--- src/hdl/cfr_pkg.sv ---
// Shared constants, types and helper functions for the calibration frame receiver.
package cfr_pkg;

   typedef logic [6:0]  addr_type;
   typedef logic [15:0] crc_type;

   localparam int unsigned FRAME_BYTES = 68;
   localparam addr_type    LAST_ADDR   = 7'(FRAME_BYTES - 1);
   localparam addr_type    SCAN_FIRST  = 7'd2;
   localparam logic [7:0]  SYNC_A      = 8'd117;
   localparam logic [7:0]  SYNC_B      = 8'd84;
   localparam crc_type     CRC_POLY    = 16'hA001;
   localparam crc_type     CRC_SEED    = 16'hFFFF;
   localparam logic [3:0]  LAST_SLOT   = 4'd12;

   // One byte of reflected CRC-16, LSB first.
   function automatic crc_type crc_byte(input crc_type c, input logic [7:0] b);
      crc_type r;
      r = c ^ {8'h00, b};
      for (int k = 0; k < 8; k++) begin
         if (r[0]) begin
            r = (r >> 1) ^ CRC_POLY;
         end else begin
            r = r >> 1;
         end
      end
      return r;
   endfunction

   // First frame byte of the payload word carried in a slot.
   function automatic addr_type word_base(input logic [3:0] slot);
      logic [3:0] w;
      case (slot)
         4'd0:    w = 4'd6;
         4'd1:    w = 4'd7;
         4'd2:    w = 4'd8;
         4'd3:    w = 4'd9;
         4'd4:    w = 4'd10;
         4'd5:    w = 4'd13;
         4'd6:    w = 4'd14;
         4'd7:    w = 4'd13;
         4'd8:    w = 4'd11;
         4'd9:    w = 4'd15;
         4'd10:   w = 4'd14;
         4'd11:   w = 4'd15;
         default: w = 4'd12;
      endcase
      return 7'd2 + {1'b0, w, 2'b00};
   endfunction

endpackage

--- src/hdl/calibration_frame_receiver_core.sv ---
// Sync-word framed calibration record receiver with CRC-16 check and resync.
// A byte that does not complete a frame is taken while the core stays in receive.
// A completed frame runs a CRC pass (one byte per cycle through the shared
// buffer read port), then reads out 13 result words when the CRC is good, each
// held until taken, then a resync scan and, if a sync pair is found, a tail move.
// No new byte is taken until these passes end; all use the single buffer read port.
// Reset: synchronous; clears fill count, state and sensor index; buffer holds junk.
module calibration_frame_receiver_core
   import cfr_pkg::*;
(
   input  logic        clock,
   input  logic        reset,
   input  logic        req_tvalid,
   output logic        req_tready,
   input  logic [7:0]  req_tdata,   // [7:0] rx_byte
   output logic        rsp_tvalid,
   input  logic        rsp_tready,
   output logic [31:0] rsp_tdata,   // [31:0] word_value
   output logic [6:0]  rsp_tuser,   // [2:0] record_sensor, [6:3] slot
   output logic        rsp_tlast,   // last_word
   input  logic        csr_wr_en,
   input  logic [2:0]  csr_wr_data
);

   localparam logic [2:0] S_RECV     = 3'd0;
   localparam logic [2:0] S_CRC      = 3'd1;
   localparam logic [2:0] S_EMIT_RD  = 3'd2;
   localparam logic [2:0] S_EMIT_OUT = 3'd3;
   localparam logic [2:0] S_SCAN     = 3'd4;
   localparam logic [2:0] S_MOVE     = 3'd5;

   logic [7:0]  mem [FRAME_BYTES];

   logic [2:0]  state_ff, state_in;
   addr_type    fill_ff, fill_in;
   logic [2:0]  sensor_ff;
   logic        lag_ff, lag_in;
   addr_type    rd_addr_ff, rd_addr_in;
   addr_type    dad_ff;
   logic [7:0]  rd_data_ff;
   crc_type     crc_ff, crc_in, crc_next;
   logic [3:0]  slot_ff, slot_in;
   logic [1:0]  bc_ff, bc_in;
   logic [31:0] word_ff, word_in;
   logic [7:0]  prev_ff, prev_in;
   addr_type    wr_ptr_ff, wr_ptr_in;
   logic [2:0]  rec_ff, rec_in;
   logic        mem_we;
   addr_type    mem_wa;
   logic [7:0]  mem_wd;
   logic        req_beat;

   assign req_tready = (state_ff == S_RECV);
   assign rsp_tvalid = (state_ff == S_EMIT_OUT);
   assign rsp_tdata  = word_ff;
   assign rsp_tuser  = {slot_ff, rec_ff};
   assign rsp_tlast  = (slot_ff == LAST_SLOT);
   assign req_beat   = req_tvalid && req_tready;
   assign crc_next   = crc_byte(crc_ff, rd_data_ff);

   always_comb begin
      state_in   = state_ff;
      fill_in    = fill_ff;
      rd_addr_in = (rd_addr_ff == LAST_ADDR) ? rd_addr_ff : rd_addr_ff + 7'd1;
      lag_in     = 1'b1;
      crc_in     = crc_ff;
      slot_in    = slot_ff;
      bc_in      = bc_ff;
      word_in    = word_ff;
      prev_in    = prev_ff;
      wr_ptr_in  = wr_ptr_ff;
      rec_in     = rec_ff;
      mem_we     = 1'b0;
      mem_wa     = wr_ptr_ff;
      mem_wd     = rd_data_ff;
      unique case (state_ff)
         S_RECV: begin
            lag_in     = 1'b0;
            rd_addr_in = '0;
            if (req_beat) begin
               if (fill_ff == 7'd0 && req_tdata != SYNC_A) begin
                  fill_in = fill_ff;
               end else if (fill_ff == 7'd1 && req_tdata != SYNC_B) begin
                  fill_in = '0;
               end else begin
                  mem_we  = 1'b1;
                  mem_wa  = fill_ff;
                  mem_wd  = req_tdata;
                  fill_in = fill_ff + 7'd1;
                  if (fill_ff == LAST_ADDR) begin
                     state_in = S_CRC;
                     crc_in   = CRC_SEED;
                     rec_in   = sensor_ff;
                  end
               end
            end
         end
         S_CRC: begin
            if (lag_ff) begin
               crc_in = crc_next;
               if (dad_ff == LAST_ADDR) begin
                  lag_in = 1'b0;
                  if (crc_next == 16'h0000) begin
                     state_in   = S_EMIT_RD;
                     slot_in    = '0;
                     bc_in      = '0;
                     rd_addr_in = word_base(4'd0);
                  end else begin
                     state_in   = S_SCAN;
                     rd_addr_in = SCAN_FIRST;
                  end
               end
            end
         end
         S_EMIT_RD: begin
            if (lag_ff) begin
               word_in[{bc_ff, 3'b000} +: 8] = rd_data_ff;
               bc_in = bc_ff + 2'd1;
               if (bc_ff == 2'd3) begin
                  state_in = S_EMIT_OUT;
               end
            end
         end
         S_EMIT_OUT: begin
            rd_addr_in = rd_addr_ff;
            lag_in     = 1'b0;
            if (rsp_tready) begin
               if (slot_ff == LAST_SLOT) begin
                  state_in   = S_SCAN;
                  rd_addr_in = SCAN_FIRST;
               end else begin
                  state_in   = S_EMIT_RD;
                  slot_in    = slot_ff + 4'd1;
                  bc_in      = '0;
                  rd_addr_in = word_base(slot_ff + 4'd1);
               end
            end
         end
         S_SCAN: begin
            if (lag_ff) begin
               prev_in = rd_data_ff;
               // Pair found: start the tail move at the 117.
               if (dad_ff != SCAN_FIRST && prev_ff == SYNC_A && rd_data_ff == SYNC_B) begin
                  state_in   = S_MOVE;
                  rd_addr_in = dad_ff - 7'd1;
                  wr_ptr_in  = '0;
                  lag_in     = 1'b0;
               end else if (dad_ff == LAST_ADDR) begin
                  // Byte 0 already holds 117, so a trailing 117 needs no write.
                  fill_in  = (rd_data_ff == SYNC_A) ? 7'd1 : 7'd0;
                  state_in = S_RECV;
               end
            end
         end
         S_MOVE: begin
            if (lag_ff) begin
               mem_we    = 1'b1;
               mem_wa    = wr_ptr_ff;
               mem_wd    = rd_data_ff;
               wr_ptr_in = wr_ptr_ff + 7'd1;
               if (dad_ff == LAST_ADDR) begin
                  fill_in  = wr_ptr_ff + 7'd1;
                  state_in = S_RECV;
               end
            end
         end
         default: begin
            state_in = S_RECV;
            fill_in  = '0;
         end
      endcase
   end

   always_ff @(posedge clock) begin
      if (reset) begin
         state_ff  <= S_RECV;
         fill_ff   <= '0;
         sensor_ff <= '0;
         lag_ff    <= 1'b0;
      end else begin
         state_ff <= state_in;
         fill_ff  <= fill_in;
         lag_ff   <= lag_in;
         if (csr_wr_en) begin
            sensor_ff <= csr_wr_data;
         end
      end
   end

   always_ff @(posedge clock) begin
      rd_addr_ff <= rd_addr_in;
      dad_ff     <= rd_addr_ff;
      crc_ff     <= crc_in;
      slot_ff    <= slot_in;
      bc_ff      <= bc_in;
      word_ff    <= word_in;
      prev_ff    <= prev_in;
      wr_ptr_ff  <= wr_ptr_in;
      rec_ff     <= rec_in;
   end

   // Frame buffer: one write port, one registered read port.
   always_ff @(posedge clock) begin
      if (mem_we) begin
         mem[mem_wa] <= mem_wd;
      end
      rd_data_ff <= mem[rd_addr_ff];
   end

   a_fill_range: assert property (@(posedge clock) disable iff (reset)
      req_tready |-> fill_ff < 7'(FRAME_BYTES))
      else $error("fill count out of range while receiving");

   a_frame_done: assert property (@(posedge clock) disable iff (reset)
      (req_beat && fill_ff == LAST_ADDR) |=> state_ff == S_CRC)
      else $error("full frame did not start the CRC pass");

   a_next_word: assert property (@(posedge clock) disable iff (reset)
      (rsp_tvalid && rsp_tready && !rsp_tlast) |=> state_ff == S_EMIT_RD)
      else $error("result beat did not advance to the next word");

   a_last_word: assert property (@(posedge clock) disable iff (reset)
      (rsp_tvalid && rsp_tready && rsp_tlast) |=> state_ff == S_SCAN)
      else $error("end of record did not start the resync scan");

   a_addr_range: assert property (@(posedge clock) disable iff (reset)
      (state_ff != S_RECV) |-> rd_addr_ff <= LAST_ADDR)
      else $error("buffer read address beyond frame");

endmodule

--- config.mk ---
export PLATFORM = sky130hd
export DESIGN_NAME = calibration_frame_receiver_core
export DESIGN_NICKNAME = d
export VERILOG_FILES = /design/src/hdl/cfr_pkg.sv /design/src/hdl/calibration_frame_receiver_core.sv
export SDC_FILE = /design/constraint.sdc
export NUM_CORES = 1
export LEC_CHECK = 0
export BUFFER_PORTS_ARGS = -buffer_cell sky130_fd_sc_hd__buf_2
export CELL_PAD_IN_SITES_DETAIL_PLACEMENT = 1
export CELL_PAD_IN_SITES_GLOBAL_PLACEMENT = 1
export CORE_AREA = 4 4 239 241
export DETAILED_ROUTE_END_ITERATION = 10
export DIE_AREA = 0 0 243 245
export GPL_TIMING_DRIVEN = 0
export PLACE_DENSITY = 0.8
export SKIP_CTS_REPAIR_TIMING = 1
export SKIP_LAST_GASP = 1
export SYNTH_ARGS = -nofsm -noshare
export SYNTH_HDL_FRONTEND = slang
export SYNTH_SLANG_ARGS = --single-unit
--- constraint.sdc ---
create_clock -name clock -period 4.4 [get_ports clock]
set_input_delay 0.44 -clock clock [delete_from_list [all_inputs] [get_ports clock]]
set_output_delay 0.44 -clock clock [all_outputs]
set_load 0.01 [all_outputs]
==> results of run 1 <==
==> routing by layer <==
| metal | global-route usage [%] | up-vias | wire length (µm) |
|---|---|---|---|
| met5 | 0 | - | 0 |
| met4 | 12.8 | 0 | 3990 |
| met3 | 5.46 | 230 | 7820 |
| met2 | 44.8 | 1040 | 39500 |
| met1 | 36.9 | 8525 | 30900 |
| li1 | - | 6676 | - |
==> Yosys cell counts, types with 5 or more instances <==
| master | number |
|---|---|
| edfxtp_1 | 623 |
| nor2_1 | 133 |
| mux4_2 | 118 |
| nand2_1 | 81 |
| mux2i_1 | 71 |
| and2_1 | 40 |
| clkbuf_1 | 38 |
| nor3_1 | 37 |
| buf_2 | 30 |
| a21oi_1 | 29 |
| dfxtp_1 | 29 |
| xnor2_1 | 28 |
| a22oi_1 | 26 |
| nand2b_1 | 26 |
| nand3_1 | 26 |
| o21ai_0 | 24 |
| a31oi_1 | 21 |
| ha_1 | 19 |
| inv_1 | 18 |
| a211oi_1 | 15 |
| nor2b_1 | 15 |
| and3_1 | 12 |
| nand4_1 | 12 |
| xor2_1 | 11 |
| mux2_2 | 8 |
| nor3b_1 | 8 |
| o22ai_1 | 8 |
| o32a_1 | 8 |
| a221oi_1 | 7 |
| a221o_1 | 6 |
| buf_1 | 6 |
| nor4_1 | 6 |
| buf_4 | 5 |
==> state kept, by name, indices dropped and copies added (netlist names), 4 cells and up <==
name and count:
rd_data_ff 8, prev_ff 8, mem 544, dad_ff 7
rsp_tdata 32, rd_addr_ff 7, fill_ff 7, crc_ff 16
slot_ff 4, wr_ptr_ff 7
==> cells by family (layout without fill, tap and decap cells) <==
group / Yosys count / in the layout
flip-flops: 652 / 652
other: 0 / 1
AND/OR/NAND/NOR: 428 / 428
AO/OA/AOI/OAI: 177 / 177
XOR/XNOR: 39 / 39
buffers and inverters: 103 / 288
multiplexers: 197 / 197
adder cells (fa/ha/maj): 19 / 19
==> worst max-delay path: cells and delay by family (launching register included) <==
kind                       cells  cell delay [ns]
DFF                            1             0.38
buffers and inverters          2             0.80
and+or+nand+nor                2             1.56
adders and majority gates      1             0.28
AOI/OAI and AO/OA              2             0.77
==> placed cells by master (no fill, tap or decap), drive strengths merged, types with 11 or more instances in the layout <==
cell type	instances
xnor2	28
clkinv	33
nand4	12
dfxtp	29
nand2b	26
and2	40
buf	111
clkbuf	122
mux4	118
a21oi	29
ha	19
edfxtp	623
a31oi	21
and3	12
inv	20
nor2b	15
mux2i	71
nand2	81
a211oi	15
nor2	134
nor3	37
xor2	11
nand3	26
o21ai	24
a22oi	26
==> per-stage QoR <==
step / cell area (µm²) / TNS, ns / power [W] / utilization [%] / instances
4_1_cts: 30600 / 0 / 0.0147 / 55.8 / 2503
3_5_place_dp: 28500 / 0 / 0.00924 / 52.0 / 2384
3_3_place_gp: 28300 / -444.10 / 0.00912 / 51.6 / 2375
2_1_floorplan: 27200 / 0 / 0.00846 / - / 1615
6_report: 30600 / 0 / 0.0147 / 55.9 / 2505
5_1_grt: 30600 / 0 / 0.0152 / 55.8 / 2504
==> how the worst max path moves through the flow <==
stage | depth (start not counted) | end | slack [ns] | from
finish | 7 | mem[36][6] | 0.21 | fill_ff[0]
global route | 11 | slot_ff[3] | 0.13 | rd_data_ff[0]
CTS | 11 | slot_ff[3] | 0.07 | rd_data_ff[0]
detailed placement | 7 | mem[8][5] | 0.02 | req_tdata[1]
global placement | 8 | mem[30][7] | -0.97 | req_tdata[1]
floorplan | 11 | slot_ff[0] | 1.29 | crc_ff[1]
==> cell type report <==
| class | count | area (µm²) | share of cell area, % |
|---|---|---|---|
| Timing Repair Buffer | 66 | 463 | 1.51 |
| Clock buffer | 83 | 1860 | 6.08 |
| Multi-Input combinational cell | 860 | 7430 | 24.2 |
| Inverter | 19 | 71.3 | 0.233 |
| Clock inverter | 36 | 245 | 0.800 |
| Sequential cell | 652 | 19300 | 62.9 |
| Antenna cell | 1 | 2.50 | 0.00816 |
| Buffer | 84 | 403 | 1.31 |
| Tap cell | 704 | 881 | 2.87 |
==> power groups by stage <==
stage          registers (W)  logic (W)  clock network, W
6_report             0.00717    0.00199           0.00555
5_1_grt              0.00717    0.00209           0.00591
4_1_cts              0.00717    0.00196           0.00560
3_5_place_dp         0.00730    0.00194                 0
3_3_place_gp         0.00735    0.00177                 0
2_1_floorplan        0.00728    0.00118                 0
==> summary.md, run 1 <==
| Metric | Value |
|---|---|
| Status | complete, no violations |
| Syn nets | 1650 |
| Die W | between 200 and 250 µm |
| Biggest area consumer among synthesized cells | edfxtp_1 |
| Longest Clk Path Bufs | 3 |
| Starting Density | between 40% and 50% |
| Clock power frac | 37.7% |
| Hold Path Class | primary input to flop |
| Main synth FF type | edfxtp_1 |
| XOR/XNOR share of the synthesized area | under 10% |
| Flop-to-flop setup slack | between 0.2 and 0.25 ns |
| WL/cell | between 30 and 40 µm |
| Buffers added on ports | 56 |
| Yosys reg bits | about 650 |
| Hold path depth | 3 |
| Main combinational cell family by area after synthesis | multiplexers |
| Io pins | 58 |
| Largest net degree at the start of global routing | 53 |
| Final Hold Vio Count | 0 |
| Post-Synth Adder-Cell Area | 0.875% |
| Worst setup SP type | flop |
| RSZ-0062 raised after global routing | false |
| Initial DRC count | 2200 |
| Vias | 16500 |
| Final worst path period need | 4.19 ns |
| GP Congestion | around 0.90 |
| Core Rows | 86 |
| CP Data Required Time | roughly 4.6 ns |
| Number of global-route vias before repair | around 17000 |
| DRC | 0 |
| Warnings, synthesis | 0 |
| Antenna violations before repair | 2 |
| Clk_skew | ~0.038 ns |
| Clock-pin transition on the worst setup and hold timing paths | approximately 0.06 ns |
| Post-DP HPWL | approximately 55000 µm |
| Combinational Power Share | a little over an eighth |
| RR Endpoint | mem[36][6] |
| Yosys top cell area share | 68.9% |
| Power share of the sequential group | about half |
| Synth Area per Inst | between 15 and 20 µm² |
| Max transition margin | 11.7% |
| Final WS setup | ~0.21 ns |
| Compound-Gate Fraction of Synth Area | 4.54% |
| HP Start | csr_wr_data[1] |
| # fillers | 4992 |
| Number of distinct library cells after synthesis | 71 |
| TritonCTS clock tree | yes |
| Aggregate routed wire length | slightly above 80000 µm |
| Multiplexer area fraction after synthesis | 12.7% |
| Pre-CTS WS | about 0.016 ns |
| H-tree levels | 3 |
| Core box area | between 50000 and 60000 µm² |
| Critical Setup Path Class | flop to flop |
| Simple-gate portion of the synthesized area | 7.84% |
| Critical R2R Launch | fill_ff[0] |
| EDFF count, synth | between 600 and 700 |
| Worst VDD drop | about 0.37 mV |
| Synth Instances | roughly 1600 |
| Power Density | slightly below 500 nW/µm² |
| Hold Path Sink | sensor_ff[1] |
| Clock Sinks | 652 |
| Worst reg2reg path depth | 7 |
| Leak pwr | ~9.8 nW |
| Maxcap violations | 0 |
| Hold_ws | 0.0931 ns |
| FMAX | between 0.2 and 0.25 GHz |
| Chip Height | 245 µm |
| Critical-path cell list | clkbuf_1, inv_1, ha_1, a31o_2, nor2_1, a31oi_1, nor2_1 |
| DRT Pass-1 Iters | 5 |
| CTS Buf Count | 69 |
| Final Cycle Share | 95.2% |
| Final Max Tran Viols | 0 |
| Async SR Flop Fraction | 0% |
| GRT Total Usage | between 20% and 30% |
| Fin nets | around 1800 |
| Switch share | 25.8% |
| Least-Margin Pin Slew | around 1.3 ns |
| Area delta synth->final | 12.8% |
| Post-Syn Area | 27200 µm² |
| Critical path capture point type | flop |
| Post-route ant nets | 0 |
| Final setup violation count | 0 |
| First-pass GRT wire length | about 120000 µm |
| CP arrival | between 4 and 5 ns |
| Die Area | a little under 60000 µm² |
| Max Fanout on Critical Path | 10 |
| CP max stage cell | nor2_1 |
| Sequential cell area fraction in the yosys report | ~71% |
| Via/cell ratio | between 6 and 7 |
| Internal | ~0.011 W |
| CP peak stage delay | 1.02 ns |
| Clock root buffer | clkbuf_16 |
| Crit path top cell by count | nor2_1 |
| Grt total ovfl | 0 |
| P_sw | 0.00379 W |
| Top cells by area, synth | edfxtp_1 (69%), mux4_2 (9.8%), mux2i_1 (2.6%) |
| Insertion delay to the later sink of the worst-skew pair | between 0.6 and 0.7 ns |
| Share of layout cells above drive strength 1 | roughly a fifth |
Note: power is estimated with default switching activity, not from simulation.
==> inputs of run 2 (changes only) <==
--- a/config.mk
+++ b/config.mk
@@ -13,6 +13,7 @@
 export DIE_AREA = 0 0 243 245
 export GPL_TIMING_DRIVEN = 0
 export PLACE_DENSITY = 0.8
+export RECOVER_POWER = 25
 export SKIP_CTS_REPAIR_TIMING = 1
 export SKIP_LAST_GASP = 1
 export SYNTH_ARGS = -nofsm -noshare
==> summary.md, run 2 (synthesized netlist as in run 1, its figures left out) <==
| Metric | Value |
|---|---|
| Status | complete, no violations |
| Reg area | 19300 µm² (unchanged) |
| RR Endpoint | mem[17][6] |
| Power, Total | 0.0147 W (about the same) |
| Io pins | 58 (unchanged) |
| Placed Cells | 2384 (unchanged) |
| Max transition margin | 10.9% (-0.73 points) |
| Chip Height | 245 µm (unchanged) |
| CTS Buf Count | 69 (unchanged) |
| Max reg flops | 544 (unchanged) |
| TritonCTS clock tree | yes |
| Power Density | 482 nW/µm² (+0.40%) |
| Buffers added on ports | 56 (unchanged) |
| Die Area | 59500 µm² (unchanged) |
| Final Max Tran Viols | 0 (unchanged) |
| Worst reg2reg path depth | 9 (+2) |
| Clock root buffer | clkbuf_16 |
| Share of layout cells above drive strength 1 | 16.4% (-2.8 points) |
| Final Hold Vio Count | 0 (unchanged) |
| Final setup violation count | 0 (unchanged) |
| Core box area | 54900 µm² (unchanged) |
| Least-Margin Pin Slew | 1.34 ns (+0.0110 ns) |
| Core Rows | 86 (unchanged) |
| Antenna violations before repair | 2 (unchanged) |
| DRC | 0 (unchanged) |
| Maxcap violations | 0 (unchanged) |
| GRT Total Usage | 27.7% (unchanged) |
| H-tree levels | 3 (unchanged) |
| Clock Sinks | 652 (unchanged) |
| Commonest non-fill, non-tap cells in the layout | edfxtp_1 (623), nor2_1 (133), mux4_2 (118) |
| Worst setup startpoint | fill_ff[0] |
| Max Fanout on Critical Path | 44 (+34) |
| FMAX | 0.234 GHz (-1.8%) |
| Critical path capture point type | flop |
| Leak pwr | 9.58 nW (-1.9%) |
| RSZ-0062 raised after global routing | false |
| Largest Register | mem |
| Area of the multi-input gates | 7420 µm² (-0.22%) |
| # fillers | 5006 (+0.28%) |
| Fin nets | 1787 (unchanged) |
| Finished Layout Cells | 2505 (unchanged) |
| Post-DP HPWL | 54800 µm (unchanged) |
| Critical Path End | mem[17][6] |
| Clock-pin transition on the worst setup and hold timing paths | 0.06 ns (about the same) |
| Largest net degree at the start of global routing | 53 (unchanged) |
| Post-route ant nets | 0 (unchanged) |
| Hold Path Class | primary input to flop |
| Worst setup SP type | flop |
| Aggregate routed wire length | 82300 µm (about the same) |
| Grt total ovfl | 0 (unchanged) |
| Critical Setup Path Class | flop to flop |
| Final core occ | 55.7% (-0.19 points) |
| WL/cell | 32.8 µm (about the same) |
| Commonest non-fill, non-tap cell in the layout | edfxtp_1 |
| Number of global-route vias before repair | 17200 (unchanged) |
| Vias | 16500 (+0.21%) |
| Final worst path period need | 4.27 ns (+0.0790 ns) |
| Die W | 243 µm (unchanged) |
| DRT Pass-1 Iters | 5 (unchanged) |
| CP arrival | 4.69 ns (+0.28 ns) |
| GP Congestion | 0.903 (unchanged) |
| Worst VDD drop | 0.371 mV (about the same) |
| Insertion delay to the later sink of the worst-skew pair | 0.64 ns (about the same) |
| Starting Density | 49.5% (unchanged) |
| Initial DRC count | 2222 (+1.0%) |
| CP Data Required Time | 4.82 ns (+0.20 ns) |
| Critical R2R Launch | fill_ff[0] |
| Clk_skew | 0.0390 ns (+0.00134 ns) |
| Area delta synth->final | 12.4% |
| Final Cycle Share | 97.0% (+1.8 points) |
| Flop-to-flop setup slack | 0.13 ns (-0.08 ns) |
| Via/cell ratio | 6.59 (+0.21%) |
| Longest Clk Path Bufs | 3 (unchanged) |
| First-pass GRT wire length | 120000 µm (unchanged) |
[run 2: changes by cell type in the layout (fill, tap and decap cells not counted), sizes merged]
cell | before | now
buf | 111 | 62
clkbuf | 122 | 171
[run 2: through the flow]
step                      instance area [µm²]  hold WS (ns)  setup slack, ns  TNS [ns]
after floorplan                         27200         0.346             1.29         0
after global placement                  28300         0.358           -0.973   -444.10
after detailed placement                28500         0.371           0.0164         0
after CTS                               30600        0.0657           0.0715         0
after global routing                    30500         0.109            0.100         0
final                                   30500        0.0994            0.131         0
[run 2: metal layers]
layer	share of wire [%]	global-route usage, %	vias up	wire (µm)
met5	0	0	-	0
met4	4.9	12.8	0	4060
met3	9.6	5.46	251	7900
met2	48	44.8	1032	39500
met1	37	36.9	8548	30800
li1	-	-	6675	-
[run 2: layout make-up]
class                           instances  share of cell area, %
Inverter                               19                  0.233
Buffer                                 84                   1.25
Multi-Input combinational cell        860                   24.3
Sequential cell                       652                   63.1
Tap cell                              704                   2.88
Antenna cell                            1                0.00819
Clock inverter                         36                  0.803
Clock buffer                           83                   6.10
Timing Repair Buffer                   66                   1.30
[run 2: critical path, cell delays in order (launching register included)]
cell and delay [ns]:
dfxtp_1 0.39, clkbuf_1 0.49, inv_1 0.30, ha_1 0.28, a31o_2 0.22, nor2_1 0.56, clkbuf_1 0.57, nand2_1 0.13
nand2_1 0.77, buf_12 0.32
[run 2: where the power goes]
group	total [W]	switching (W)	internal (W)
registers	0.00717	0.0000770	0.00710
clock network	0.00556	0.00243	0.00313
logic	0.00199	0.00130	0.000686
total	0.0147	0.00381	0.0109
[run 2: worst min-delay path by stage]
stage / cells past startpoint / startpoint / slack (ns) / end
final: 3 / csr_wr_data[1] / 0.1 / sensor_ff[1]
after global routing: 3 / csr_wr_data[1] / 0.11 / sensor_ff[1]
after CTS: 3 / csr_wr_data[1] / 0.07 / sensor_ff[1]
after detailed placement: 0 / rd_addr_ff[4] / 0.37 / dad_ff[4]
after global placement: 0 / rd_addr_ff[3] / 0.36 / dad_ff[3]
after floorplan: 0 / rd_addr_ff[3] / 0.35 / dad_ff[3]
